$ cat src/rtl/besa_pkg.sv
`timescale 1ns / 1ps
// ----------------------------------------------------------------------------
// besa_pkg
// Shared constants, types and register codes for the ball edge / servo aim
// block.
// ----------------------------------------------------------------------------
package besa_pkg;

    localparam int IMAGE_WIDTH  = 80;
    localparam int IMAGE_HEIGHT = 60;
    localparam int COL_W        = $clog2(IMAGE_WIDTH);
    localparam int ROW_W        = $clog2(IMAGE_HEIGHT);

    // search window (edge column is the black pixel's column)
    localparam int WIN_ROW_LO = 10;
    localparam int WIN_ROW_HI = 49;
    localparam int WIN_COL_LO = 10;
    localparam int WIN_COL_HI = 69;

    localparam int PIX_W      = 8;
    localparam int X_W        = 7;
    localparam int Y_W        = 6;
    localparam int DUTY_W     = 8;
    localparam int GAIN_W     = 3;
    localparam int CFG_IDX_W  = 3;
    localparam int CFG_DATA_W = 8;
    localparam int TDATA_IN_W  = 8;
    localparam int TDATA_OUT_W = 32;

    localparam logic [PIX_W-1:0] PIX_BLACK = 8'h00;
    localparam logic [PIX_W-1:0] PIX_WHITE = 8'hFF;

    // divide by 3 as multiply by reciprocal, exact for 0..255
    localparam int SUM_Y_W    = Y_W + 2;
    localparam int DIV3_MUL   = 171;
    localparam int DIV3_SHIFT = 9;
    localparam int PROD_W     = 16;

    localparam int DUTY_S_W = DUTY_W + 2;

    typedef enum logic [CFG_IDX_W-1:0] {
        CFG_SETPOINT_X     = 3'd0,
        CFG_SETPOINT_Y     = 3'd1,
        CFG_NEUTRAL_DUTY_X = 3'd2,
        CFG_NEUTRAL_DUTY_Y = 3'd3,
        CFG_GAIN_SHIFT     = 3'd4
    } t_cfg_idx;

    localparam logic [X_W-1:0]    RST_SETPOINT_X = 7'd40;
    localparam logic [Y_W-1:0]    RST_SETPOINT_Y = 6'd40;
    localparam logic [DUTY_W-1:0] RST_NEUTRAL_X  = 8'd17;
    localparam logic [DUTY_W-1:0] RST_NEUTRAL_Y  = 8'd20;
    localparam logic [GAIN_W-1:0] RST_GAIN       = 3'd3;

    typedef struct packed {
        logic [X_W-1:0]    setpoint_x;
        logic [Y_W-1:0]    setpoint_y;
        logic [DUTY_W-1:0] neutral_duty_x;
        logic [DUTY_W-1:0] neutral_duty_y;
        logic [GAIN_W-1:0] gain_shift;
    } t_cfg;

    typedef struct packed {
        logic [X_W-1:0] x;
        logic [Y_W-1:0] y;
    } t_point;

    typedef struct packed {
        logic [X_W:0]       sum_x;
        logic [SUM_Y_W-1:0] sum_y;
        logic               edge_seen;
    } t_snap;

    typedef struct packed {
        logic [X_W-1:0]    center_x;
        logic [Y_W-1:0]    center_y;
        logic [DUTY_W-1:0] duty_x;
        logic [DUTY_W-1:0] duty_y;
        logic              edge_seen;
    } t_result;

endpackage

$ cat src/rtl/besa_track.sv
`timescale 1ns / 1ps
// ----------------------------------------------------------------------------
// besa_track
// Input register, raster position, edge detect and extreme point tracking.
// Emits a snapshot of the point sums on the last pixel of each frame.
// ----------------------------------------------------------------------------
module besa_track import besa_pkg::*; (
    input  logic             i_clk,
    input  logic             i_rst_n,
    input  logic             i_valid,
    output logic             o_ready,
    input  logic [PIX_W-1:0] i_pixel,
    input  logic             i_frame_start,
    output logic             o_snap_valid,
    output t_snap            o_snap,
    input  logic             i_snap_take
);

    logic             r_in_v;
    logic [PIX_W-1:0] r_in_pix;
    logic             r_in_fs;

    logic [PIX_W-1:0] r_prev, n_prev;
    logic [ROW_W-1:0] r_row, n_row;
    logic [COL_W-1:0] r_col, n_col;
    t_point           r_top, n_top, r_bot, n_bot, r_left, n_left, r_right, n_right;
    logic             r_seeded, n_seeded;
    logic             r_snap_v;
    t_snap            r_snap, n_snap;

    logic [ROW_W-1:0] row;
    logic [COL_W-1:0] col, col_m1;
    logic             seed_eff, in_win, is_edge, is_last, fire;
    t_point           ep;

    assign fire    = r_in_v && (!r_snap_v || i_snap_take);
    assign o_ready = !r_in_v || fire;

    always_comb begin
        row      = r_in_fs ? '0 : r_row;
        col      = r_in_fs ? '0 : r_col;
        seed_eff = r_in_fs ? 1'b0 : r_seeded;
        col_m1   = col - COL_W'(1);
        ep.x     = col_m1[X_W-1:0];
        ep.y     = row[Y_W-1:0];

        in_win  = (col >= COL_W'(WIN_COL_LO + 1)) && (col <= COL_W'(WIN_COL_HI + 1)) &&
                  (row >= ROW_W'(WIN_ROW_LO)) && (row <= ROW_W'(WIN_ROW_HI));
        is_edge = in_win && (r_prev == PIX_BLACK) && (r_in_pix == PIX_WHITE);
        is_last = (row == ROW_W'(IMAGE_HEIGHT - 1)) && (col == COL_W'(IMAGE_WIDTH - 1));

        n_top   = r_top;
        n_bot   = r_bot;
        n_left  = r_left;
        n_right = r_right;
        if (is_edge) begin
            if (!seed_eff) begin
                n_top   = ep;
                n_bot   = ep;
                n_left  = ep;
                n_right = ep;
            end else begin
                // top: last edge on the first edge row; others: first wins
                if (r_top.y >= ep.y) n_top = ep;
                if (r_left.x > ep.x) n_left = ep;
                if (r_bot.y < ep.y) n_bot = ep;
                if (r_right.x < ep.x) n_right = ep;
            end
        end

        n_snap.sum_x     = {1'b0, n_top.x} + {1'b0, n_bot.x};
        n_snap.sum_y     = SUM_Y_W'(n_top.y) + SUM_Y_W'(n_bot.y) + SUM_Y_W'(n_right.y);
        n_snap.edge_seen = seed_eff || is_edge;

        n_prev = r_in_pix;
        if (is_last) begin
            n_row    = '0;
            n_col    = '0;
            n_seeded = 1'b0;
        end else begin
            n_seeded = seed_eff || is_edge;
            if (col == COL_W'(IMAGE_WIDTH - 1)) begin
                n_col = '0;
                n_row = row + ROW_W'(1);
            end else begin
                n_col = col + COL_W'(1);
                n_row = row;
            end
        end
    end

    always_ff @(posedge i_clk) begin
        if (!i_rst_n) begin
            r_in_v   <= 1'b0;
            r_prev   <= '0;
            r_row    <= '0;
            r_col    <= '0;
            r_top    <= '0;
            r_bot    <= '0;
            r_left   <= '0;
            r_right  <= '0;
            r_seeded <= 1'b0;
            r_snap_v <= 1'b0;
        end else begin
            if (i_valid && o_ready) begin
                r_in_v <= 1'b1;
            end else if (fire) begin
                r_in_v <= 1'b0;
            end
            if (fire) begin
                r_prev   <= n_prev;
                r_row    <= n_row;
                r_col    <= n_col;
                r_top    <= n_top;
                r_bot    <= n_bot;
                r_left   <= n_left;
                r_right  <= n_right;
                r_seeded <= n_seeded;
            end
            if (fire && is_last) begin
                r_snap_v <= 1'b1;
            end else if (i_snap_take) begin
                r_snap_v <= 1'b0;
            end
        end
    end

    always_ff @(posedge i_clk) begin
        if (i_valid && o_ready) begin
            r_in_pix <= i_pixel;
            r_in_fs  <= i_frame_start;
        end
        if (fire && is_last) begin
            r_snap <= n_snap;
        end
    end

    assign o_snap_valid = r_snap_v;
    assign o_snap       = r_snap;

endmodule

$ cat src/rtl/besa_aim.sv
`timescale 1ns / 1ps
// ----------------------------------------------------------------------------
// besa_aim
// Center from point sums (stage A), servo duties with saturation into the
// output register (stage B).
// ----------------------------------------------------------------------------
module besa_aim import besa_pkg::*; (
    input  logic    i_clk,
    input  logic    i_rst_n,
    input  t_cfg    i_cfg,
    input  logic    i_snap_valid,
    input  t_snap   i_snap,
    output logic    o_snap_take,
    output logic    o_valid,
    output t_result o_result,
    input  logic    i_ready
);

    logic              r_a_v;
    logic [X_W-1:0]    r_a_cx;
    logic [Y_W-1:0]    r_a_cy;
    logic              r_a_seen;
    logic              r_o_v;
    t_result           r_o, n_o;

    logic              o_free, a_free;
    logic [PROD_W-1:0] prod;
    logic [X_W-1:0]    diff_x, sh_x;
    logic [Y_W-1:0]    diff_y, sh_y;
    logic signed [DUTY_S_W-1:0] dx, dy;

    assign o_free      = !r_o_v || i_ready;
    assign a_free      = !r_a_v || o_free;
    assign o_snap_take = i_snap_valid && a_free;

    assign prod = PROD_W'(i_snap.sum_y) * PROD_W'(DIV3_MUL);

    function automatic logic [DUTY_W-1:0] sat_duty(input logic signed [DUTY_S_W-1:0] v);
        logic [DUTY_W-1:0] res;
        if (v < 0) res = '0;
        else if (v > DUTY_S_W'(255)) res = '1;
        else res = v[DUTY_W-1:0];
        return res;
    endfunction

    always_comb begin
        if (r_a_cx > i_cfg.setpoint_x) diff_x = r_a_cx - i_cfg.setpoint_x;
        else                           diff_x = i_cfg.setpoint_x - r_a_cx;
        if (r_a_cy > i_cfg.setpoint_y) diff_y = r_a_cy - i_cfg.setpoint_y;
        else                           diff_y = i_cfg.setpoint_y - r_a_cy;
        sh_x = diff_x >> i_cfg.gain_shift;
        sh_y = diff_y >> i_cfg.gain_shift;

        // x servo is inverted
        if (r_a_cx > i_cfg.setpoint_x)
            dx = $signed(DUTY_S_W'(i_cfg.neutral_duty_x)) - $signed(DUTY_S_W'(sh_x));
        else
            dx = $signed(DUTY_S_W'(i_cfg.neutral_duty_x)) + $signed(DUTY_S_W'(sh_x));
        if (r_a_cy > i_cfg.setpoint_y)
            dy = $signed(DUTY_S_W'(i_cfg.neutral_duty_y)) + $signed(DUTY_S_W'(sh_y));
        else
            dy = $signed(DUTY_S_W'(i_cfg.neutral_duty_y)) - $signed(DUTY_S_W'(sh_y));

        n_o.center_x  = r_a_cx;
        n_o.center_y  = r_a_cy;
        n_o.duty_x    = sat_duty(dx);
        n_o.duty_y    = sat_duty(dy);
        n_o.edge_seen = r_a_seen;
    end

    always_ff @(posedge i_clk) begin
        if (!i_rst_n) begin
            r_a_v <= 1'b0;
            r_o_v <= 1'b0;
        end else begin
            if (a_free) r_a_v <= i_snap_valid;
            if (o_free) r_o_v <= r_a_v;
        end
    end

    always_ff @(posedge i_clk) begin
        if (o_snap_take) begin
            r_a_cx   <= i_snap.sum_x[X_W:1];
            r_a_cy   <= prod[DIV3_SHIFT +: Y_W];
            r_a_seen <= i_snap.edge_seen;
        end
        if (o_free && r_a_v) begin
            r_o <= n_o;
        end
    end

    assign o_valid  = r_o_v;
    assign o_result = r_o;

endmodule

$ cat src/rtl/ball_edge_extremes_servo_aim_core.sv
`timescale 1ns / 1ps
// ----------------------------------------------------------------------------
// ball_edge_extremes_servo_aim_core
// Ball edge extremes in a binarized frame and servo duty aiming.
// ----------------------------------------------------------------------------
// Usage:
//   Slave stream: one pixel per request, raster order; tuser[0] marks the
//   first pixel of a frame. Every pixel is taken, one per cycle while tready is high.
//   Master stream: one result request per frame, issued after the last pixel
//   (row IMAGE_HEIGHT-1, column IMAGE_WIDTH-1) with center, duties, edge flag.
//   Config port: write i_cfg_data to register i_cfg_index when i_cfg_we is
//   high; unknown indexes are ignored. Write only while the block is idle.
// Timing:
//   Throughput is one pixel per cycle while tready is high. After the edge that
//   takes the last pixel into the input register, a result passes through the
//   tracking stage into the snapshot register, the center stage (divide by 3
//   multiplier) and the duty stage into the output register to the master side.
// Reset: synchronous, active low; points, position, config return to defaults.
// Stall: results queue in the pipeline registers; input tready falls only
//   once those are all occupied, so pixels keep flowing while one result waits.
// ----------------------------------------------------------------------------
module ball_edge_extremes_servo_aim_core import besa_pkg::*; (
    input  logic                    i_clk,
    input  logic                    i_rst_n,
    input  logic                    i_s_tvalid,
    output logic                    o_s_tready,
    input  logic [TDATA_IN_W-1:0]   i_s_tdata,   // [7:0] pixel
    input  logic [0:0]              i_s_tuser,   // [0] frame_start
    output logic                    o_m_tvalid,
    input  logic                    i_m_tready,
    output logic [TDATA_OUT_W-1:0]  o_m_tdata,   // [6:0] center_x, [12:7] center_y,
                                                 // [20:13] duty_x, [28:21] duty_y, zeros
    output logic [0:0]              o_m_tuser,   // [0] edge_seen
    input  logic                    i_cfg_we,
    input  logic [CFG_IDX_W-1:0]    i_cfg_index,
    input  logic [CFG_DATA_W-1:0]   i_cfg_data
);

    t_cfg    r_cfg;
    logic    snap_valid, snap_take;
    t_snap   snap;
    t_result result;

    always_ff @(posedge i_clk) begin
        if (!i_rst_n) begin
            r_cfg.setpoint_x     <= RST_SETPOINT_X;
            r_cfg.setpoint_y     <= RST_SETPOINT_Y;
            r_cfg.neutral_duty_x <= RST_NEUTRAL_X;
            r_cfg.neutral_duty_y <= RST_NEUTRAL_Y;
            r_cfg.gain_shift     <= RST_GAIN;
        end else if (i_cfg_we) begin
            case (i_cfg_index)
                CFG_SETPOINT_X:     r_cfg.setpoint_x     <= i_cfg_data[X_W-1:0];
                CFG_SETPOINT_Y:     r_cfg.setpoint_y     <= i_cfg_data[Y_W-1:0];
                CFG_NEUTRAL_DUTY_X: r_cfg.neutral_duty_x <= i_cfg_data[DUTY_W-1:0];
                CFG_NEUTRAL_DUTY_Y: r_cfg.neutral_duty_y <= i_cfg_data[DUTY_W-1:0];
                CFG_GAIN_SHIFT:     r_cfg.gain_shift     <= i_cfg_data[GAIN_W-1:0];
                default: ;
            endcase
        end
    end

    besa_track u_track (
        .i_clk         (i_clk),
        .i_rst_n       (i_rst_n),
        .i_valid       (i_s_tvalid),
        .o_ready       (o_s_tready),
        .i_pixel       (i_s_tdata[PIX_W-1:0]),
        .i_frame_start (i_s_tuser[0]),
        .o_snap_valid  (snap_valid),
        .o_snap        (snap),
        .i_snap_take   (snap_take)
    );

    besa_aim u_aim (
        .i_clk        (i_clk),
        .i_rst_n      (i_rst_n),
        .i_cfg        (r_cfg),
        .i_snap_valid (snap_valid),
        .i_snap       (snap),
        .o_snap_take  (snap_take),
        .o_valid      (o_m_tvalid),
        .o_result     (result),
        .i_ready      (i_m_tready)
    );

    assign o_m_tdata = {3'b000, result.duty_y, result.duty_x,
                        result.center_y, result.center_x};
    assign o_m_tuser = result.edge_seen;

endmodule

$ cat config.mk
export PLATFORM = sky130hd
export DESIGN_NAME = ball_edge_extremes_servo_aim_core
export DESIGN_NICKNAME = d
export VERILOG_FILES = /design/src/rtl/besa_pkg.sv /design/src/rtl/besa_track.sv /design/src/rtl/besa_aim.sv /design/src/rtl/ball_edge_extremes_servo_aim_core.sv
export SDC_FILE = /design/constraint.sdc
export NUM_CORES = 1
export LEC_CHECK = 0
export BUFFER_PORTS_ARGS = -buffer_cell sky130_fd_sc_hd__buf_4
export CORE_ASPECT_RATIO = 0.7
export CORE_MARGIN = 2
export CORE_UTILIZATION = 63
export DETAILED_ROUTE_END_ITERATION = 10
export GPL_ROUTABILITY_DRIVEN = 0
export PLACE_DENSITY = 0.82
export SYNTH_ARGS = -nofsm -noshare
export SYNTH_HDL_FRONTEND = slang
export SYNTH_SLANG_ARGS = --single-unit
$ cat constraint.sdc
create_clock -name i_clk -period 5.5 [get_ports i_clk]
set_input_delay 0.55 -clock i_clk [delete_from_list [all_inputs] [get_ports i_clk]]
set_output_delay 0.55 -clock i_clk [all_outputs]
set_load 0.1 [all_outputs]
==> impl_metrics.yaml <==
sta:
  drv_slew: 0
  slew_headroom_pct: 33.9
  fin_crit_sh_pct: 94.4
  hold_slack_ps: 281
  min_period_ps: 5190
  setup_slack_ps: 306
  tightest_slew_ps: 989
  clock.fmax_ghz: 0.193
  hold_viol: 0
  setup_viol: 0
  fin_skew_ps: 11.9
drt:
  via_count: 9418
  drtIter0Drc: 939
  ant_nets: 0
  wirelength_microns: 27400
  vias_per_cell: 6.05
  wl_per_cell_microns: 17.6
  route.detailed.drc: 0
  dr.pass1.iters: 7
setup_path:
  crit_path_cell_trace: "inv_1 > ha_1 > inv_1 > fa_1 > a21o_1 > a21o_1 > a211oi_2 > nor2_2 > and3b_1 > nor4_1 > nor3_2 > a221o_1 > ha_1 > inv_1 > fa_1 > o21bai_1 > a21o_1 > a21oi_1 > nor2_1 > o2111ai_1 > nand2_1 > mux2i_1 > nor2_1"
  max_stage_delay_ps: 430
  critPathArrivalTime_ps: 5380
  path_max_fanout: 17
  crit_type: "reg2reg"
  cp.required_ps: 5690
  start_kind: "flip-flop"
  slowest_stage: "edfxtp_1"
  endpoint_kind: "flip-flop"
clock_network:
  clock_latency_ps: 440
  cts_sinks: 166
  htreeDepth: 4
  cts_max_path_buffers: 2
  cts_inserted_buffers: 17
  cts_tree: "yes"
  root_buffer: "clkbuf_16"
  clk_pin_slew_ps: 70
  hold_buffers: 0
yosys:
  yosysWarnings: 0
  avgSynthCellArea_sq_um: 9.02
  ys_types: 80
  synth.top_cells.by_area: "edfxtp_1 (18%), dfxtp_1 (17%), ha_1 (15%)"
  synth-async-reset-ratio_pct: 0
  yosysSeqAreaShare_pct: 35.1
  syn_inst: 1269
  synth_edf_count: 69
  ys_seq_elements: 166
  synth_area_sq_um: 11400
  synth_top_area_share_pct: 18.1
  yosysTopAreaCell: "edfxtp_1"
  synth_flop_cell: "dfxtp_1"
floorplanning:
  io_pins: 60
  fp-row-count: 41
  die_area_sq_um: 19300
  core_area_sq_um: 17900
  die-height_microns: 117
  initial_core_util_pct: 63.9
  die_width_microns: 165
final_layout:
  final_cell_mix: "nand2_1 (147), ha_1 (135), a21oi_1 (118), inv_1 (108), dfxtp_1 (97)"
  layout-drive-gt1-share_pct: 10.8
  seqCellArea_sq_um: 4010
  antenna_cells: 0
  fill_cells: 1311
  fin_nets: 1490
  area_growth_pct: 10.7
  layout_commonest_cell: "nand2_1"
  multi_input_area_sq_um: 6810
  final_cell_area_sq_um: 12700
power:
  cellLeakagePower_uw: 0.00554
  irDropWorstVdd_uv: 161
  p_sw_uw: 765
  p_per_area_nw_per_um2: 224
  sw_frac_of_total_pct: 26.9
  intPower_uw: 2070
  clkPwrFrac_pct: 41.5
  seq_power_share_pct: 46.5
  p_comb_share_pct: 12.0
placement:
  port_buffers: 56
  hpwl_microns: 19600
  post-place-ws_ps: 313
  placed_cell_area_sq_um: 12100
hold_path:
  hp-class: "in2reg"
grt:
  gr-total-overflow: 0
  grt_usage_pct: 29.1
  grt_pass1_wl_microns: 44000
  grt_start_max_net_pins: 60
  grt_pass1_vias: 8703
  antenna_found_initial: 0
outcome:
  status: "completed"
run:
  cap_viol_max_count: 0
logic make-up after synthesis:
kind of cell	count (synthesis)	share of synthesized area, %
XOR/XNOR	42	3.21
buffers and inverters	170	5.81
other	1	0.0328
adder cells (fa/ha/maj)	157	18.6
flip-flops	166	35.1
AO/OA/AOI/OAI	342	19.1
AND/OR/NAND/NOR	355	14.8
multiplexers	36	3.41
final timing paths:
kind	depth (start not counted)	startpoint	endpoint	slack, ps
max	23	u_aim.r_a_cy[0]	u_aim.o_result[8]	310
min	1	i_s_tdata[5]	u_track.n_prev[5]	280
max reg2reg	23	u_aim.r_a_cy[0]	u_aim.o_result[8]	310
min reg2reg	0	u_track.o_snap[12]	u_aim.r_a_cx[2]	420
registers in the layout, summed over array words and instances (netlist names):
register	flops
r_cfg	32
u_aim.o_result	30
u_aim.o_valid	1
u_aim.r_a_cx	7
u_aim.r_a_cy	6
u_aim.r_a_seen	1
u_aim.r_a_v	1
u_track.n_prev	8
u_track.o_snap	16
u_track.o_snap_valid	1
u_track.r_bot	13
u_track.r_col	7
u_track.r_in_fs	1
u_track.r_in_v	1
u_track.r_prev	8
u_track.r_right	13
u_track.r_row	6
u_track.r_seeded	1
u_track.r_top	13
worst max-delay path, delay by kind of cell (launching register included):
family          cells  cell delay [ps]
compound gates      8             1940
fa+ha+maj           4              950
buf+inv             3              210
flops               1              430
mux                 1              140
simple gates        7             1260
layout make-up:
| class | instances | area share, % |
|---|---|---|
| Sequential cell | 166 | 31.7 |
| Clock inverter | 12 | 0.681 |
| Tap cell | 236 | 2.33 |
| Timing Repair Buffer | 75 | 4.44 |
| Inverter | 113 | 3.35 |
| Clock buffer | 20 | 3.78 |
| Multi-Input combinational cell | 935 | 53.7 |
power by group through the flow:
stage	clock [uW]	sequential (uW)	combinational (uW)
2_1_floorplan	0	1340	249
4_1_cts	1170	1320	332
6_report	1180	1320	341
3_5_place_dp	0	1350	327
3_3_place_gp	0	1340	315
5_1_grt	1220	1320	374
repair_timing:
action                                  in CTS  in global routing
gates resized for setup                      0                  4
setup buffers                                0                  3
endpoints found under the setup margin       0                 16
per-layer routing:
metal / track usage [%] / vias up / part of all wire, %
li1: - / 4564 / -
met2: 43.4 / 371 / 43
met1: 43.3 / 4448 / 47
met3: 6.52 / 35 / 8.8
met4: 6.78 / 0 / 1.1
met5: 0 / - / 0
Yosys cell counts (all sizes together), types with 6 or more instances:
| library cell | n |
|---|---|
| ha | 135 |
| o31a | 6 |
| nand3 | 14 |
| nand2 | 148 |
| nor4 | 11 |
| a211oi | 10 |
| o21a | 16 |
| nor2 | 65 |
| and3 | 8 |
| nand4 | 10 |
| o211ai | 14 |
| inv | 111 |
| a21oi | 119 |
| o211a | 11 |
| o21ai | 77 |
| a21o | 16 |
| clkbuf | 44 |
| xnor2 | 29 |
| o31ai | 8 |
| o21bai | 12 |
| a31oi | 9 |
| or3 | 6 |
| and2 | 7 |
| dfxtp | 97 |
| nor2b | 22 |
| xor2 | 13 |
| mux2 | 11 |
| edfxtp | 69 |
| buf | 13 |
| nor3 | 22 |
| fa | 22 |
| mux2i | 24 |
| nand2b | 18 |
through the flow:
step / power [uW] / util, % / instances / setup TNS [ps]
CTS: 2820 / 70.5 / 1554 / 0
finish: 2840 / 70.8 / 1557 / 0
detailed placement: 1670 / 67.4 / 1522 / 0
global placement: 1660 / 67.4 / 1522 / 0
global route: 2920 / 70.8 / 1557 / -20.9
floorplan: 1590 / - / 1271 / 0
Power figures use the tool's default switching activity.
